File: config.mk
export PLATFORM = sky130hd
export DESIGN_NAME = pae_div
export DESIGN_NICKNAME = d
export VERILOG_FILES = /design/src/design/pae_pkg.sv /design/src/design/pae_div.sv
export SDC_FILE = /design/constraint.sdc
export NUM_CORES = 1
export LEC_CHECK = 0
export BUFFER_PORTS_ARGS = -buffer_cell sky130_fd_sc_hd__buf_2
export CAP_MARGIN = 30
export CORE_ASPECT_RATIO = 1.4
export CORE_UTILIZATION = 40
export CTS_CLUSTER_SIZE = 14
export DETAILED_ROUTE_END_ITERATION = 8
export MAX_ROUTING_LAYER = met4
export PLACE_DENSITY = 0.71
export SLEW_MARGIN = 10
export SYNTH_ARGS = -nofsm -noshare
export SYNTH_HDL_FRONTEND = slang
export SYNTH_SLANG_ARGS = --single-unit
File: constraint.sdc
create_clock -name clk -period 3.5 [get_ports clk]
set_input_delay 0.7 -clock clk [delete_from_list [all_inputs] [get_ports clk]]
set_output_delay 0.7 -clock clk [all_outputs]
set_load 0.02 [all_outputs]
File: src/design/pae_pkg.sv
`default_nettype none
// ---------------------------------------------------------------------------
// pae_pkg
// Shared types, constants and saturation helpers for the particle
// attractor update block.
// ---------------------------------------------------------------------------
package pae_pkg;

    localparam int MAX_ATTRACTORS_DEF = 8;
    localparam int FRAC_BITS_DEF      = 16;

    localparam int MAG_W = 33;   // |center - pos|, exact
    localparam int SQ_W  = 66;   // dx^2 + dy^2, exact
    localparam int QUO_W = 33;   // quotient bits kept before clipping

    localparam logic [31:0] GAIN_RESET  = 32'd9830400;
    localparam logic [19:0] DT_RESET    = 20'd4551;
    localparam logic [3:0]  COUNT_RESET = 4'd2;

    localparam logic [1:0] REG_GAIN  = 2'd0;
    localparam logic [1:0] REG_DT    = 2'd1;
    localparam logic [1:0] REG_COUNT = 2'd2;

    localparam logic ACT_WRITE = 1'b0;
    localparam logic ACT_STEP  = 1'b1;

    typedef struct packed {
        logic               action;
        logic [2:0]         attr_index;
        logic signed [31:0] attr_x;
        logic signed [31:0] attr_y;
        logic signed [31:0] pos_x;
        logic signed [31:0] pos_y;
        logic signed [31:0] vel_x;
        logic signed [31:0] vel_y;
    } in_item_t;

    typedef struct packed {
        logic signed [31:0] new_pos_x;
        logic signed [31:0] new_pos_y;
        logic signed [31:0] new_vel_x;
        logic signed [31:0] new_vel_y;
        logic               saturated;
    } out_item_t;

    typedef struct packed {
        logic signed [31:0] x;
        logic signed [31:0] y;
    } center_t;

    typedef struct packed {
        logic             done;
        logic             ovf;
        logic [QUO_W-1:0] q;
    } div_res_t;

    typedef struct packed {
        logic               clip;
        logic signed [31:0] val;
    } sat_t;

    typedef enum logic [3:0] {
        ST_IDLE,
        ST_DIFF,
        ST_SQ,
        ST_NUM,
        ST_CHK,
        ST_DIVX,
        ST_DIVY,
        ST_NEXT,
        ST_VEL,
        ST_POS,
        ST_DONE
    } state_t;

    // clip a wide signed value to 32 bits
    function automatic sat_t sat32(input logic signed [63:0] v);
        sat_t r;
        r.clip = 1'b0;
        r.val  = v[31:0];
        if (v > 64'sd2147483647) begin
            r.clip = 1'b1;
            r.val  = 32'sh7FFF_FFFF;
        end else if (v < -64'sd2147483648) begin
            r.clip = 1'b1;
            r.val  = 32'sh8000_0000;
        end
        return r;
    endfunction

    // signed, clipped force term from quotient magnitude
    function automatic sat_t force_term(input logic [QUO_W-1:0] q, input logic ovf,
                                        input logic neg);
        sat_t r;
        logic [QUO_W-1:0] nq;
        nq     = -q;
        r.clip = 1'b0;
        r.val  = q[31:0];
        if (!neg) begin
            if (ovf || q > 33'd2147483647) begin
                r.clip = 1'b1;
                r.val  = 32'sh7FFF_FFFF;
            end
        end else begin
            if (ovf || q > 33'h0_8000_0000) begin
                r.clip = 1'b1;
                r.val  = 32'sh8000_0000;
            end else begin
                r.val = nq[31:0];
            end
        end
        return r;
    endfunction

endpackage
`default_nettype wire

File: src/design/pae_div.sv
`default_nettype none
// ---------------------------------------------------------------------------
// pae_div
// Restoring divider, one quotient bit per cycle, with early overflow check.
// ---------------------------------------------------------------------------
module pae_div #(
    parameter int NUM_W = 32 + pae_pkg::MAG_W + pae_pkg::FRAC_BITS_DEF
) (
    input  wire                         clk,
    input  wire                         rst_n,
    input  wire                         start,
    input  wire  [NUM_W-1:0]            num,
    input  wire  [pae_pkg::SQ_W-1:0]    den,
    output pae_pkg::div_res_t           res
);
    import pae_pkg::*;

    localparam int CNT_W = $clog2(QUO_W);

    logic             busy_reg;
    logic             done_reg;
    logic [CNT_W-1:0] cnt_reg;
    logic [SQ_W-1:0]  rem_reg;
    logic [SQ_W-1:0]  den_reg;
    logic [QUO_W-1:0] lo_reg;
    logic [QUO_W-1:0] q_reg;
    logic             ovf_reg;

    logic [SQ_W-1:0]  top_ext;
    logic             start_ovf;
    logic [SQ_W:0]    rem_shift;
    logic [SQ_W+1:0]  diff;
    logic             ge;

    assign top_ext   = SQ_W'(num[NUM_W-1:QUO_W]);
    assign start_ovf = (top_ext >= den);
    assign rem_shift = {rem_reg, lo_reg[QUO_W-1]};
    assign diff      = {1'b0, rem_shift} - {2'b00, den_reg};
    assign ge        = !diff[SQ_W+1];

    always_ff @(posedge clk or negedge rst_n)
    begin
        if (!rst_n)
        begin
            busy_reg <= 1'b0;
            done_reg <= 1'b0;
            cnt_reg  <= '0;
        end
        else
        begin
            done_reg <= 1'b0;
            if (start)
            begin
                busy_reg <= !start_ovf;
                done_reg <= start_ovf;
                cnt_reg  <= '0;
            end
            else if (busy_reg)
            begin
                cnt_reg <= cnt_reg + 1'b1;
                if (cnt_reg == CNT_W'(QUO_W - 1))
                begin
                    busy_reg <= 1'b0;
                    done_reg <= 1'b1;
                end
            end
        end
    end

    always_ff @(posedge clk)
    begin
        if (start)
        begin
            rem_reg <= top_ext;
            den_reg <= den;
            lo_reg  <= num[QUO_W-1:0];
            q_reg   <= '0;
            ovf_reg <= start_ovf;
        end
        else if (busy_reg)
        begin
            rem_reg <= ge ? diff[SQ_W-1:0] : rem_shift[SQ_W-1:0];
            lo_reg  <= {lo_reg[QUO_W-2:0], 1'b0};
            q_reg   <= {q_reg[QUO_W-2:0], ge};
        end
    end

    assign res.done = done_reg;
    assign res.ovf  = ovf_reg;
    assign res.q    = q_reg;

endmodule
`default_nettype wire

Word-level counts from Yosys, hierarchy flattened
Index checks and enable logic that the tools add are counted.
- bits of input ports: 150
- bits in latches: 0
- memories kept: 0
- register bits after elaboration: 207
- memory bits (writable): 0
- logic and storage cells: 29
- memory bits (read-only): 0
- add/sub/neg operators: 2
- multiplexer cells: 13
- divide/modulo/power cells: 0
- reduce and logical (&&, ||, !) cells: 3
- bitwise gates (word level): 0
- equal/unequal tests: 1
- order comparisons: 1
- shift operators: 0
- $mul: 0
- operator list (kind ; number):
    $mux W48 ; 2
    $sub A67 B66 Y68 ; 1
    $ge A48 B66 Y1 ; 1
    $mux W33 ; 2
    $mux W66 ; 1
    $mux W6 ; 2
    $add A6 B1 Y6 const B ; 1
    $eq A6 B6 Y1 const B ; 1
    $mux W1 ; 6
    $logic_not A1 Y1 ; 2
    $reduce_bool A2 Y1 ; 1

Longest topological paths before layout
- depth after elaboration: 4
- gate-level depth with buffers: 17

Worst setup path before layout
OpenSTA, ideal clock, no wires.
- path type: input -> register
- start point: input port start
- end point: register lo_reg[0] (enable)
- setup time: 0.435 ns
- arrival: 2.826 ns
- stages on the path: 4
- path slack: 0.239 ns
- cell sequence: clkbuf_1 > clkbuf_1 > nor2_1 > inv_1
- cells in the longest elaborated chain, start to end: 1
- ends and longest elaborated chain (item ; line ; text):
    start, declared ; pae_div.sv:11 ; input wire start,
    $reduce_bool A2 Y1 (no source line) ; n/a ;
    end signal, assigned ; pae_div.sv:76 ; lo_reg <= num[QUO_W-1:0];
    end signal, assigned ; pae_div.sv:83 ; lo_reg <= {lo_reg[QUO_W-2:0], 1'b0};
    end, declared ; pae_div.sv:25 ; logic [QUO_W-1:0] lo_reg;
Every way passes these cells.
A chain may end at the register's enable or synchronous reset.

Worst setup path after layout
- start point: register rem_reg[37]
- end point: register rem_reg[65]
- cells in the longest elaborated chain, start to end: 2
- ends and longest elaborated chain (item ; line ; text):
    start, declared ; pae_div.sv:23 ; logic [SQ_W-1:0] rem_reg;
    start signal, assigned ; pae_div.sv:74 ; rem_reg <= top_ext;
    start signal, assigned ; pae_div.sv:82 ; rem_reg <= ge ? diff[SQ_W-1:0] : rem_shift[SQ_W-1:0];
    $sub A67 B66 Y68 ; pae_div.sv:38 ; assign diff = {1'b0, rem_shift} - {2'b00, den_reg};
    $mux W66 ; pae_div.sv:82 ;
Every way passes these cells.

==> metrics.md <==
| Metric | Value |
|---|---|
| M3 GR Usage | 0.02212 |
| Int Pwr | between 4 and 5 mW |
| CTS clk-pin slew, worst paths | 60 ps |
| Maximum clock insertion buffer count | 3 |
| Max Freq | 295.9 MHz |
| Status | finished, final reports clean |
| Post-Syn Area per Cell | approximately 9.4 um^2 |
| Starting Density | 0.4048 |
| Die X | 157.0 um |
| CP arrival | roughly 3800 ps |
| Num ports | about 190 |
| First-pass GRT wire length | 52550 um |
| Setup TNS | 0 ps |
| Nets | ~1.9k |
| Clock Tree Root | clkbuf_16 |
| CP Buf/Inv Count | 1 |
| Vias in the first global route | about 11k |
| Hold-critical path depth | 1 |
| Reg2reg end | rem_reg[65]$_SDFFE_PP0P_ |
| CP Launch Point | rem_reg[37]$_DFFE_PP_ |
| Die Span Y | approximately 220 um |
| Prevailing post-synth register cell | edfxtp_1 |
| Most frequent cells in the layout | buf_2 (183), edfxtp_1 (148), a21oi_1 (140) |
| Worst EP required | 3890 ps |
| Area growth, synth to finish | 19.90% |
| Rel. slew slack | 0.4156 |
| Layout cells sized above 1 | 0.2166 |
| R2R setup slack | 120 ps |
| Critical path endpoint category | register |
| Initial antenna violation count | 3 |
| Hold EP | den_reg[25]$_DFFE_PP_ |
| Gr ovfl total | 0 |
| Power per cell area | between 400 and 500 nW/um^2 |
| Rows | 79 |
| Routed wire per std cell | approximately 16 um |
| Sequential area share after synthesis | 0.4214 |
| Asr flop ratio synth | 0.03865 |
| Most common cell after layout, fill and taps aside | buf_2 |
| DR pass1 iterations | 5 |
| Sw frac | 0.2952 |
| Hold crit path type | primary input to register |
| Port Buf Inserts | ~180 |
| DR vias | 11.14k |
| Finished Layout Cells | roughly 2.1k |
| Gr busiest metal | met2 |
| RePlAce Congestion | 0.8838 |
| Worst path slowest cell | edfxtp_1 |
| Peak fanout along the critical path | 5 |
| Worst Reg2Reg Path Length in Cells | 13 |
| Post-synth EDFFs | ~150 |
| DP Wirelength | between 20000 and 30000 um |
| CP startpoint kind | register |
| Die ar. | 34360 um^2 |
| Clock Skew | ~16 ps |
| Yosys cell types | ~70 |
| DRT antenna net count | 0 |
| Syn_nets | 1691 |
| Fin. Hold Viols | 0 |
| Post-synthesis register bit count | around 210 |
| CP delay by family, top | compound AO/OA/AOI/OAI gates |
| CTS tree | yes |
| Global routing usage on met1 | 0.2171 |
| Sequential Power Share | 0.416 |
| Final setup fails | 0 |
| Max-cap viol count | 0 |
| Yosys warning total | 0 |
| Via-per-instance ratio | 5.301 |
| Largest net degree at the start of global routing | 75 |
| Min Clock Period, post-route | approximately 3400 ps |
| Clock sinks | approximately 210 |
| Reg-to-Reg Start | rem_reg[37]$_DFFE_PP_ |
| WP depth | 13 |
| HP Start | den[25] |
| Placed Cells | 2047 |
| Final period utilization | 0.9656 |
| Worst-Margin Slew | 876.6 ps |
| DRT iter0 DRCs | ~650 |
| Worst VDD drop | 0.4113 mV |
| WS Path Type | register to register |
| Post-Synthesis Cells | around 1.4k |
| Post-Synthesis Cell Area | 13450 um^2 |
| Core area | 33210 um^2 |
| Post-Route WL | approximately 34000 um |
| Max incr delay on CP | 390 ps |
| Net switching power | between 2 and 2.5 mW |
| Remaining DRCs | 0 |
| Gate power share | 0.242 |
| P_leak | about 7.6 nW |
| Total GRT Usage | 0.1978 |
| Clock group share of total power | 0.342 |
| # H-tree levels | 1 |
| Crit path cell chain | ha_1 -> a21oi_1 -> o21bai_1 -> a211oi_1 -> o31ai_1 -> or3_1 -> o21ai_1 -> buf_4 -> nand2_1 -> a41o_1 -> or3_1 -> a21oi_1 -> nor3_2 |
| CTS Buf Count | 23 |
| Clock Latency Late Sink | about 530 ps |
| Met2 Usage GRT | 0.3477 |
| Max-slew violation count | 0 |
## power by group through the flow
stage	clock network, mW	registers, mW	logic [mW]
after floorplan	0	2.90	1.09
after global placement	0	2.92	1.55
after detailed placement	0	2.92	1.57
after CTS	2.42	2.87	1.59
after global routing	2.51	2.89	1.85
final	2.37	2.88	1.67
## how the worst max path moves through the flow
stage	to	slack [ps]
2_1_floorplan	lo_reg[0]$_SDFFCE_PN0P_	240
3_3_place_gp	rem_reg[58]$_SDFFE_PP0P_	20
3_5_place_dp	rem_reg[58]$_SDFFE_PP0P_	-50
4_1_cts	rem_reg[41]$_DFFE_PP_	9
5_1_grt	rem_reg[58]$_SDFFE_PP0P_	-40
6_report	rem_reg[65]$_SDFFE_PP0P_	120
## cell usage after synthesis, types with 4 or more instances
master | number | area [um^2]
o21ai_0 | 45 | 225.2
o211ai_1 | 9 | 67.56
dfxtp_1 | 51 | 1021
o21a_1 | 11 | 82.58
mux2_2 | 32 | 360.4
and2_1 | 12 | 75.07
edfxtp_1 | 148 | 4444
buf_2 | 10 | 50.05
a21oi_1 | 148 | 740.7
mux2i_1 | 42 | 420.4
a31oi_1 | 12 | 75.07
nor4_1 | 5 | 31.28
nor2_1 | 135 | 506.7
nor2b_1 | 19 | 118.9
buf_1 | 10 | 37.54
nor3_1 | 19 | 95.09
nor3b_1 | 5 | 37.54
xnor2_1 | 29 | 254.0
o21bai_1 | 14 | 105.1
dfrtp_1 | 8 | 200.2
and4_1 | 5 | 43.79
nand3_1 | 15 | 75.07
and3_1 | 9 | 56.30
a221o_1 | 4 | 40.04
a21o_1 | 38 | 285.3
clkbuf_1 | 29 | 108.9
a211oi_1 | 19 | 142.6
xor2_1 | 31 | 271.5
ha_1 | 116 | 1451
nand2_1 | 101 | 379.1
nand2b_1 | 17 | 106.4
o21ai_1 | 53 | 265.3
inv_1 | 135 | 506.7
nand4_1 | 23 | 143.9
or3_1 | 6 | 37.54
## cell families (layout without fill, tap and decap cells)
| logic type | count (synthesis) | after routing | share of synthesized area |
|---|---|---|---|
| xor gates and xnor gates | 60 | 60 | 0.03908 |
| other | 0 | 3 | 0 |
| adders and majority gates | 117 | 117 | 0.1094 |
| buffers and inverters | 190 | 419 | 0.05649 |
| muxes | 74 | 74 | 0.05807 |
| DFF | 207 | 207 | 0.4214 |
| and+or+nand+nor | 383 | 383 | 0.1358 |
| AOI/OAI and AO/OA | 393 | 393 | 0.1798 |
## metal layers
metal	up-vias	part of all wire	routed length, um
li1	5541	-	-
met1	5219	0.40	13670
met2	286	0.51	17180
met3	91	0.039	1326
met4	0	0.049	1653
met5	-	0	0
## per-stage QoR
stage / total power [mW] / hold slack [ps] / utilization / area [um^2] / setup slack (ps)
after floorplan: 3.993 / 404.4 / - / 13450 / 239.1
after global placement: 4.472 / 464.6 / 0.4546 / 15100 / 24.03
after global routing: 7.249 / 342.8 / 0.4854 / 16120 / -44.79
final: 6.915 / 354.9 / 0.4854 / 16120 / 120.3
after detailed placement: 4.497 / 475.0 / 0.4546 / 15100 / -52.72
after CTS: 6.886 / 331.0 / 0.4771 / 15840 / 8.983
## what timing repair did
item | in CTS | in global routing
endpoints found under the setup margin | 4 | 61
gates cloned | 0 | 1
buffers inserted | 1 | 7
hold buffers | 1 | 0
hold endpoints to repair | 8 | 0
resized for setup | 0 | 41
pin swaps | 1 | 9
## cell type report
type                       instances  area, um^2
fill                            3139       17090
multi-input combinational       1027        7212
sequential                       207        5667
timing repair buffer             243        1443
clock buffer                      29       620.6
tap                              445       556.8
inverter                         135       508.0
clock inverter                    12       106.4
antenna                            3       7.507
Note: power is estimated with default switching activity, not from simulation.
