--- config.mk ---
export PLATFORM = sky130hd
export DESIGN_NAME = pae_cell
export DESIGN_NICKNAME = d
export VERILOG_FILES = /design/src/design/pae_pkg.sv /design/src/design/pae_cell.sv
export SDC_FILE = /design/constraint.sdc
export NUM_CORES = 1
export LEC_CHECK = 0
export BUFFER_PORTS_ARGS = -buffer_cell sky130_fd_sc_hd__buf_4
export CAP_MARGIN = 40
export CORE_MARGIN = 2
export CORE_UTILIZATION = 45
export CTS_CLUSTER_DIAMETER = 80
export DETAILED_ROUTE_END_ITERATION = 8
export PLACE_DENSITY = 0.83
export SLEW_MARGIN = 20
export SYNTH_ARGS = -nofsm -noshare
export SYNTH_HDL_FRONTEND = slang
export SYNTH_SLANG_ARGS = --single-unit
export TNS_END_PERCENT = 20
--- constraint.sdc ---
create_clock -name clk -period 1.25 [get_ports clk]
set_input_delay 0.0625 -clock clk [delete_from_list [all_inputs] [get_ports clk]]
set_output_delay 0.0625 -clock clk [all_outputs]
set_load 0.01 [all_outputs]
--- src/design/pae_pkg.sv ---
`default_nettype none
// ---------------------------------------------------------------------------
// pae_pkg
// Shared types, constants and saturation helpers for the particle
// attractor update block.
// ---------------------------------------------------------------------------
package pae_pkg;

    localparam int MAX_ATTRACTORS_DEF = 8;
    localparam int FRAC_BITS_DEF      = 16;

    localparam int MAG_W = 33;   // |center - pos|, exact
    localparam int SQ_W  = 66;   // dx^2 + dy^2, exact
    localparam int QUO_W = 33;   // quotient bits kept before clipping

    localparam logic [31:0] GAIN_RESET  = 32'd9830400;
    localparam logic [19:0] DT_RESET    = 20'd4551;
    localparam logic [3:0]  COUNT_RESET = 4'd2;

    localparam logic [1:0] REG_GAIN  = 2'd0;
    localparam logic [1:0] REG_DT    = 2'd1;
    localparam logic [1:0] REG_COUNT = 2'd2;

    localparam logic ACT_WRITE = 1'b0;
    localparam logic ACT_STEP  = 1'b1;

    typedef struct packed {
        logic               action;
        logic [2:0]         attr_index;
        logic signed [31:0] attr_x;
        logic signed [31:0] attr_y;
        logic signed [31:0] pos_x;
        logic signed [31:0] pos_y;
        logic signed [31:0] vel_x;
        logic signed [31:0] vel_y;
    } in_item_t;

    typedef struct packed {
        logic signed [31:0] new_pos_x;
        logic signed [31:0] new_pos_y;
        logic signed [31:0] new_vel_x;
        logic signed [31:0] new_vel_y;
        logic               saturated;
    } out_item_t;

    typedef struct packed {
        logic signed [31:0] x;
        logic signed [31:0] y;
    } center_t;

    typedef struct packed {
        logic             done;
        logic             ovf;
        logic [QUO_W-1:0] q;
    } div_res_t;

    typedef struct packed {
        logic               clip;
        logic signed [31:0] val;
    } sat_t;

    typedef enum logic [3:0] {
        ST_IDLE,
        ST_DIFF,
        ST_SQ,
        ST_NUM,
        ST_CHK,
        ST_DIVX,
        ST_DIVY,
        ST_NEXT,
        ST_VEL,
        ST_POS,
        ST_DONE
    } state_t;

    // clip a wide signed value to 32 bits
    function automatic sat_t sat32(input logic signed [63:0] v);
        sat_t r;
        r.clip = 1'b0;
        r.val  = v[31:0];
        if (v > 64'sd2147483647) begin
            r.clip = 1'b1;
            r.val  = 32'sh7FFF_FFFF;
        end else if (v < -64'sd2147483648) begin
            r.clip = 1'b1;
            r.val  = 32'sh8000_0000;
        end
        return r;
    endfunction

    // signed, clipped force term from quotient magnitude
    function automatic sat_t force_term(input logic [QUO_W-1:0] q, input logic ovf,
                                        input logic neg);
        sat_t r;
        logic [QUO_W-1:0] nq;
        nq     = -q;
        r.clip = 1'b0;
        r.val  = q[31:0];
        if (!neg) begin
            if (ovf || q > 33'd2147483647) begin
                r.clip = 1'b1;
                r.val  = 32'sh7FFF_FFFF;
            end
        end else begin
            if (ovf || q > 33'h0_8000_0000) begin
                r.clip = 1'b1;
                r.val  = 32'sh8000_0000;
            end else begin
                r.val = nq[31:0];
            end
        end
        return r;
    endfunction

endpackage
`default_nettype wire

--- src/design/pae_cell.sv ---
`default_nettype none
// ---------------------------------------------------------------------------
// pae_cell
// One attractor slot of the rotating center ring.
// ---------------------------------------------------------------------------
module pae_cell (
    input  wire              clk,
    input  wire              rst_n,
    input  wire              shift,
    input  wire              load,
    input  pae_pkg::center_t load_val,
    input  pae_pkg::center_t next_val,
    output pae_pkg::center_t val
);
    import pae_pkg::*;

    center_t val_reg;

    // load a new center, or advance the ring by one slot
    always_ff @(posedge clk or negedge rst_n)
    begin
        if (!rst_n)
        begin
            val_reg <= '0;
        end
        else if (load)
        begin
            val_reg <= load_val;
        end
        else if (shift)
        begin
            val_reg <= next_val;
        end
    end

    assign val = val_reg;

endmodule
`default_nettype wire

After elaboration in Yosys (flattened, before gate mapping)
Cells that the tools add are included.

Bits in registers: 64. Input port bits: 132. Output and inout port bits: 64. Logic and storage cells: 5.

Multiplexer cells: 2. Reduce and logical (&&, ||, !) cells: 1.

Operators by type and width (number): $mux W64 (2); $reduce_bool A2 Y1 (1).

Depth between registers and ports, before layout
Gate-level depths: netlist of run 1.

Depth after elaboration: 2. Mapped depth: 4. Depth with buffers taken out: 2.

Least setup slack after synthesis of run 1
No wires, ideal clock.

Path type: input to register. Start: input port shift. End: register val_reg, in the netlist val[10]. Library setup time: 0.132 ns. Arrival time: 0.610 ns. Required time: 1.118 ns. Slack: 0.508 ns. Cell stages on the path: 4. Buffers on the path: 2. Cell sequence: buf_6 -> buf_8 -> mux2i_1 -> o21ai_1.

Cells in the longest elaborated chain, start to end: 1.

RTL lines: start, declared (RTL line pae_cell.sv:9) `input wire shift,`; $reduce_bool A2 Y1 (no line); end signal, assigned (RTL line pae_cell.sv:28) `val_reg <= load_val;`; end signal, assigned (RTL line pae_cell.sv:32) `val_reg <= next_val;`; end, declared (RTL line pae_cell.sv:17) `center_t val_reg;`.

No other way between the ends. A chain may end at the register's enable or synchronous reset.

Worst setup path after layout of run 1
Start: register val_reg, in the netlist val[55]. End: output port val[55] (netlist name).

RTL lines: end, declared (RTL line pae_cell.sv:13) `output pae_pkg::center_t val`.

No word-level cell between the ends.

==> impl_results.md, run 1 <==
* Final Cycle Share at 83.85%
* Die span in y at 85.18 um
* CTS clk-pin slew, worst paths at 0.08 ns
* Die width at 85.18 um
* First-pass GRT wire length at 15310 um
* GP Congestion at 0.8066
* Final Total Pwr at 5.435 mW
* Syn Inst Count at 277
* Startpoint Class: register
* Synthesized flop and latch total at 64
* Drc violations at 0
* Setup-failing EPs final at 0
* Top delay family on crit path: flip-flops
* Final hold vios at 0
* Status: complete, no violations
* CP Depth at 2
* Synthesized area per cell at 10.71 um2
* Layout cells sized above 1 at 40.11%
* R2R depth at 3
* Avg WL per Cell at 15.75 um
* Critical path class: reg -> out
* Global Route Usage Sum at 26.99%
* Die area at 7255 um2
* Root buffer cell: clkbuf_8
* Layout area overhead at 79.92%
* CTS tree: built
* Area of the multi-input gates at 1201 um2
* Worst path cell trace: buf_4 -> buf_4
* Hold Path Class: in -> reg
* Max Clk Rate at 954.1 MHz
* Port bufs at 195
* Crit. End Element: primary output
* CP Buf/Inv Count at 2
* FP Rows at 29
* Worst hold stages at 3
* Final Max Tran Viols at 0
* Fin worst setup slack at 0.2019 ns
* Post-DP HPWL at 6018 um
* Max clock buf depth at 2
* Max-cap violations at 0
* Starting DRT DRC Count at 92
* Vias in the first global route at 3242
* Max FO, Critical Path at 2
* Placed Cells at 534
* Post-route insts no fill at 618
* Post-layout util at 84.02%
* Worst slew pin tran at 0.3004 ns
* Clock sink total at 64
* Synth Warn # at 0
* Setup TNS at 0 ns
* Sequential-to-total area share from yosys stat at 54.01%
* Post-route ant nets at 0
* Synth unique cells at 10
* Largest stage delay on the critical path at 0.40 ns
* Pwr Density at 1019 nW/um2
* Inserted Clock Buffers at 9
* Grt ovf at 0
* Worst VDD drop at 0.0006020 V
* Io pins at 196
* Via/cell ratio at 4.992
* CP max-delay cell: dfrtp_1
* Net Count, Synth at 409
* Layout fillers at 349
* Register area at 1602 um2
* Worst slew margin at 79.98%
* H-tree levels at 3
* Largest net degree at the start of global routing at 53
* DR pass1 iterations at 5
* Initial antenna violation count at 0
* Most frequent CP cell: buf_4
* Max reg flops at 64
* CP required at 1.19 ns
* Starting density of the core at 46.70%
* Worst Path Arrival at 0.99 ns
* Clock Skews at 0 ns
* Setup WS pre-CTS at 0.2987 ns
* DR vias at 3085
* Minimum clock period at 1.048 ns
* Worst-skew pair later-pin latency at 0.32 ns
* Post-Synthesis Cell Area at 2965 um2
* Total core area at 6350 um2
* Nets@finish at 668
* P_leak at 2.763 nW
* Flop-to-flop setup slack at 0.31 ns
* Drt total wl at 9735 um
* Unrepaired setup endpoints after global routing: no
* Ant diodes at 0
==> logic make-up after synthesis <==
kind of cell           synth area share, %
buffers and inverters                5.485
flip-flops                           54.01
AND/OR/NAND/NOR                      8.101
multiplexers                         21.60
AO/OA/AOI/OAI                        10.80
==> power breakdown <==
group	switching (mW)	internal (mW)
combinational	0.577	0.843
sequential	0.119	2.26
clock	0.759	0.874
==> tightest hold or removal path: stages <==
cell and delay [ns]:
buf_4 0.08, mux2i_1 0.05, o21ai_1 0.11
==> worst paths after layout <==
path	startpoint	endpoint
worst max-delay path	val[55]	val[55]
worst min-delay path	next_val[7]	val[7]
worst max register to register	val[36]	val[36]
worst min register to register	val[26]	val[26]
max in group asynchronous	rst_n	val[25]
min in group asynchronous	rst_n	val[40]
==> timing repair <==
item / 4_1_cts / 5_1_grt
buffers inserted: 0 / 1
hold endpoints to repair: 128 / 0
endpoints found under the setup margin: 0 / 2
gates resized for setup: 0 / 1
hold buffers: 68 / 0
==> cell usage after synthesis <==
library cell   n  area, um2
buf_4          1      7.510
buf_2          4      20.02
o21ai_1       60      300.3
o21ai_0        4      20.02
buf_8          6      90.09
mux2i_1       64      640.6
buf_6          1      11.26
dfrtp_1       64       1602
nand2_1       64      240.2
clkbuf_1       9      33.78
==> cells in the final DEF, fill, tap and decap left out, types with 3 or more instances in the layout <==
cell type and count:
o21ai_1 60, buf_4 197, clkbuf_8 12, clkinv_2 3, dfrtp_1 64, dlygate4sd3_1 66, mux2i_1 64, o21ai_0 4
nand2_1 64, buf_12 5
==> metal layers <==
layer | track usage (%) | share of wire (%) | up-vias
li1 | - | - | 1465
met5 | 0 | 0 | -
met3 | 5.350 | 7.2 | 28
met1 | 30.65 | 37 | 1438
met2 | 48.72 | 53 | 154
met4 | 12.27 | 3.3 | 0
==> stage by stage <==
stage / hold WS [ns] / cell area, um2
4_1_cts: 0.0002874 / 5335
6_report: 0.007762 / 5335
3_5_place_dp: -0.06578 / 4471
2_1_floorplan: -0.2331 / 2965
5_1_grt: 0.001129 / 5335
3_3_place_gp: -0.06617 / 4471
==> layout make-up <==
cell class | instances | share of cell area, %
multi-input combinational | 192 | 22.51
clock buffer | 13 | 3.166
clock inverter | 3 | 0.2814
sequential | 64 | 30.02
tap | 77 | 1.806
timing repair buffer | 269 | 42.21
(Power assumes the default switching activity.)
==> run 2: changes to the inputs <==
--- a/config.mk
+++ b/config.mk
@@ -8,10 +8,10 @@
 export BUFFER_PORTS_ARGS = -buffer_cell sky130_fd_sc_hd__buf_4
 export CAP_MARGIN = 40
 export CORE_MARGIN = 2
-export CORE_UTILIZATION = 45
+export CORE_UTILIZATION = 42
 export CTS_CLUSTER_DIAMETER = 80
 export DETAILED_ROUTE_END_ITERATION = 8
-export PLACE_DENSITY = 0.83
+export PLACE_DENSITY = 0.78
 export SLEW_MARGIN = 20
 export SYNTH_ARGS = -nofsm -noshare
 export SYNTH_HDL_FRONTEND = slang
==> constraint.sdc (replaced) <==
create_clock -name clk -period 1.1 [get_ports clk]
set_input_delay 0.055 -clock clk [delete_from_list [all_inputs] [get_ports clk]]
set_output_delay 0.055 -clock clk [all_outputs]
set_load 0.01 [all_outputs]
==> impl_results.md, run 2 (same netlist as run 1, synthesis figures left out) <==
* Post-CTS setup buffers at 0 (unchanged)
* First-pass GRT wire length at 17110 um (+12%)
* Die span in y at 88.03 um (+3.3%)
* CP Buf/Inv Count at 1 (-1)
* Sw power at 1.742 mW (+20%)
* Top delay family on crit path: flip-flops
* CTS resizes at 0 (unchanged)
* Port bufs at 195 (unchanged)
* Hold Path Class: in -> reg
* Worst-skew pair later-pin latency at 0.34 ns (+0.02 ns)
* Worst Path Arrival at 0.90 ns (-0.09 ns)
* Worst hold stages at 3 (unchanged)
* CP required at 1.04 ns (-0.15 ns)
* Startpoint Class: register
* Initial antenna violation count at 1 (+1)
* Setup WS pre-CTS at 0.1600 ns (-0.1388 ns)
* Layout cells sized above 1 at 37.39% (-2.7 points)
* Final Total Pwr at 6.690 mW (+23%)
* Area after DPL at 4514 um2 (+0.98%)
* Setup TNS at 0 ns (unchanged)
* Die width at 88.03 um (+3.3%)
* Starting density of the core at 43.41% (-3.3 points)
* Max-cap violations at 0 (unchanged)
* GP Congestion at 0.7902 (-2.0%)
* Most common cell after layout, fill and taps aside: buf_4
* Post-DP HPWL at 6040 um (+0.37%)
* Internal power at 4.948 mW (+24%)
* Max FO, Critical Path at 2 (unchanged)
* Setup-failing EPs final at 0 (unchanged)
* Avg WL per Cell at 16.76 um (+6.4%)
* Largest net degree at the start of global routing at 69 (+30%)
* Comb pwr share at 26.1% (about the same)
* Commonest non-fill, non-tap cells in the layout: buf_4, dlygate4sd3_1, mux2i_1, nand2_1, dfrtp_1
* Max Clk Rate at 1046 MHz
* Worst path cell trace: buf_4
* Status: complete, no violations
* Max reg flops at 64 (unchanged)
* Final hold vios at 0 (unchanged)
* Crit. End Element: primary output
* Drc violations at 0 (unchanged)
* Starting DRT DRC Count at 124 (+35%)
* CP max-delay cell: dfrtp_1
* Reg power frac at 40.5% (-3.3 points)
* Worst slew margin at 76.79% (-3.2 points)
* Final Max Tran Viols at 0 (unchanged)
* Largest stage delay on the critical path at 0.40 ns (about the same)
* Via/cell ratio at 4.940 (-1.0%)
* DR vias at 3320 (+7.6%)
* Fin worst setup slack at 0.1441 ns (-0.05776 ns)
* Root buffer cell: clkbuf_8
* Max clock buf depth at 2 (unchanged)
* Unrepaired setup endpoints after global routing: no
* DR pass1 iterations at 4 (-1)
* Global Route Usage Sum at 29.06% (+2.1 points)
* Clock Skews at 0 ns (unchanged)
* Total core area at 6832 um2 (+7.6%)
* Clk pwr share at 33.4% (+3.4 points)
* CP Depth at 1 (-1)
* Post-route insts no fill at 672 (+8.7%)
* Net Sw Frac at 26.04% (-0.72 points)
* R2R depth at 2 (-1)
* P_leak at 2.908 nW (+5.2%)
* Die area at 7748 um2 (+6.8%)
* Layout area overhead at 93.63%
* Worst slew pin tran at 0.3481 ns (+0.04772 ns)
* Grt ovf at 0 (unchanged)
* Worst hold slack at 0.003517 ns (-0.004244 ns)
* Final Cycle Share at 86.90%
* Placed Cells at 554 (+3.7%)
* FP Rows at 30 (+3.4%)
* Critical path class: reg -> out
* Clock sink total at 64 (unchanged)
* Post-layout util at 84.05% (about the same)
* Io pins at 196 (unchanged)
* Drt total wl at 11260 um (+16%)
* Vias in the first global route at 3631 (+12%)
* H-tree levels at 3 (unchanged)
* Fin area at 5742 um2 (+7.6%)
* CTS tree: built
* Layout fillers at 367 (+5.2%)
* Worst VDD drop at 0.0007616 V (+27%)
* Minimum clock period at 0.9559 ns
* Inserted Clock Buffers at 9 (unchanged)
* Post-route ant nets at 0 (unchanged)
* Pwr Density at 1165 nW/um2 (+14%)
* Nets@finish at 702 (+5.1%)
* CTS clk-pin slew, worst paths at 0.07 ns (about the same)
-- run 2: layout make-up --
type | count | area (um2) | area share (%)
Timing Repair Buffer | 303 | 2603 | 45.33
Sequential cell | 64 | 1602 | 27.89
Multi-Input combinational cell | 192 | 1201 | 20.92
Clock buffer | 13 | 148.9 | 2.593
Tap cell | 96 | 120.1 | 2.092
Clock inverter | 3 | 65.06 | 1.133
Antenna cell | 1 | 2.502 | 0.04358
-- run 2: routing by layer --
metal  GRT usage (%)  routed length [um]  up-vias
met3           7.069                 803       38
met4           15.56                 435        0
met1           30.77                4053     1573
met2           53.03                5972      172
li1                -                   -     1537
met5               0                   0        -
-- run 2: power groups by stage --
stage               logic (mW)  clock network (mW)  registers (mW)
floorplan                0.457                   0            2.83
global placement          1.37                   0            2.73
detailed placement        1.40                   0            2.73
CTS                       1.69                2.26            2.69
global route              1.87                2.38            2.73
finish                    1.75                2.24            2.71
-- run 2: final timing paths --
path	endpoint	slack (ns)	from
min reg2reg	val[39]	0.56	val[39]
min in group asynchronous	val[29]	0.27	rst_n
max in group asynchronous	val[44]	0.54	rst_n
min	val[52]	0.004	next_val[52]
max reg2reg	val[9]	0.26	val[9]
max	val[25]	0.14	val[25]
-- run 2: timing repair --
| item | CTS | global route |
|---|---|---|
| hold buffers | 101 | 0 |
| setup endpoints to repair | 0 | 0 |
| hold endpoints to repair | 128 | 0 |
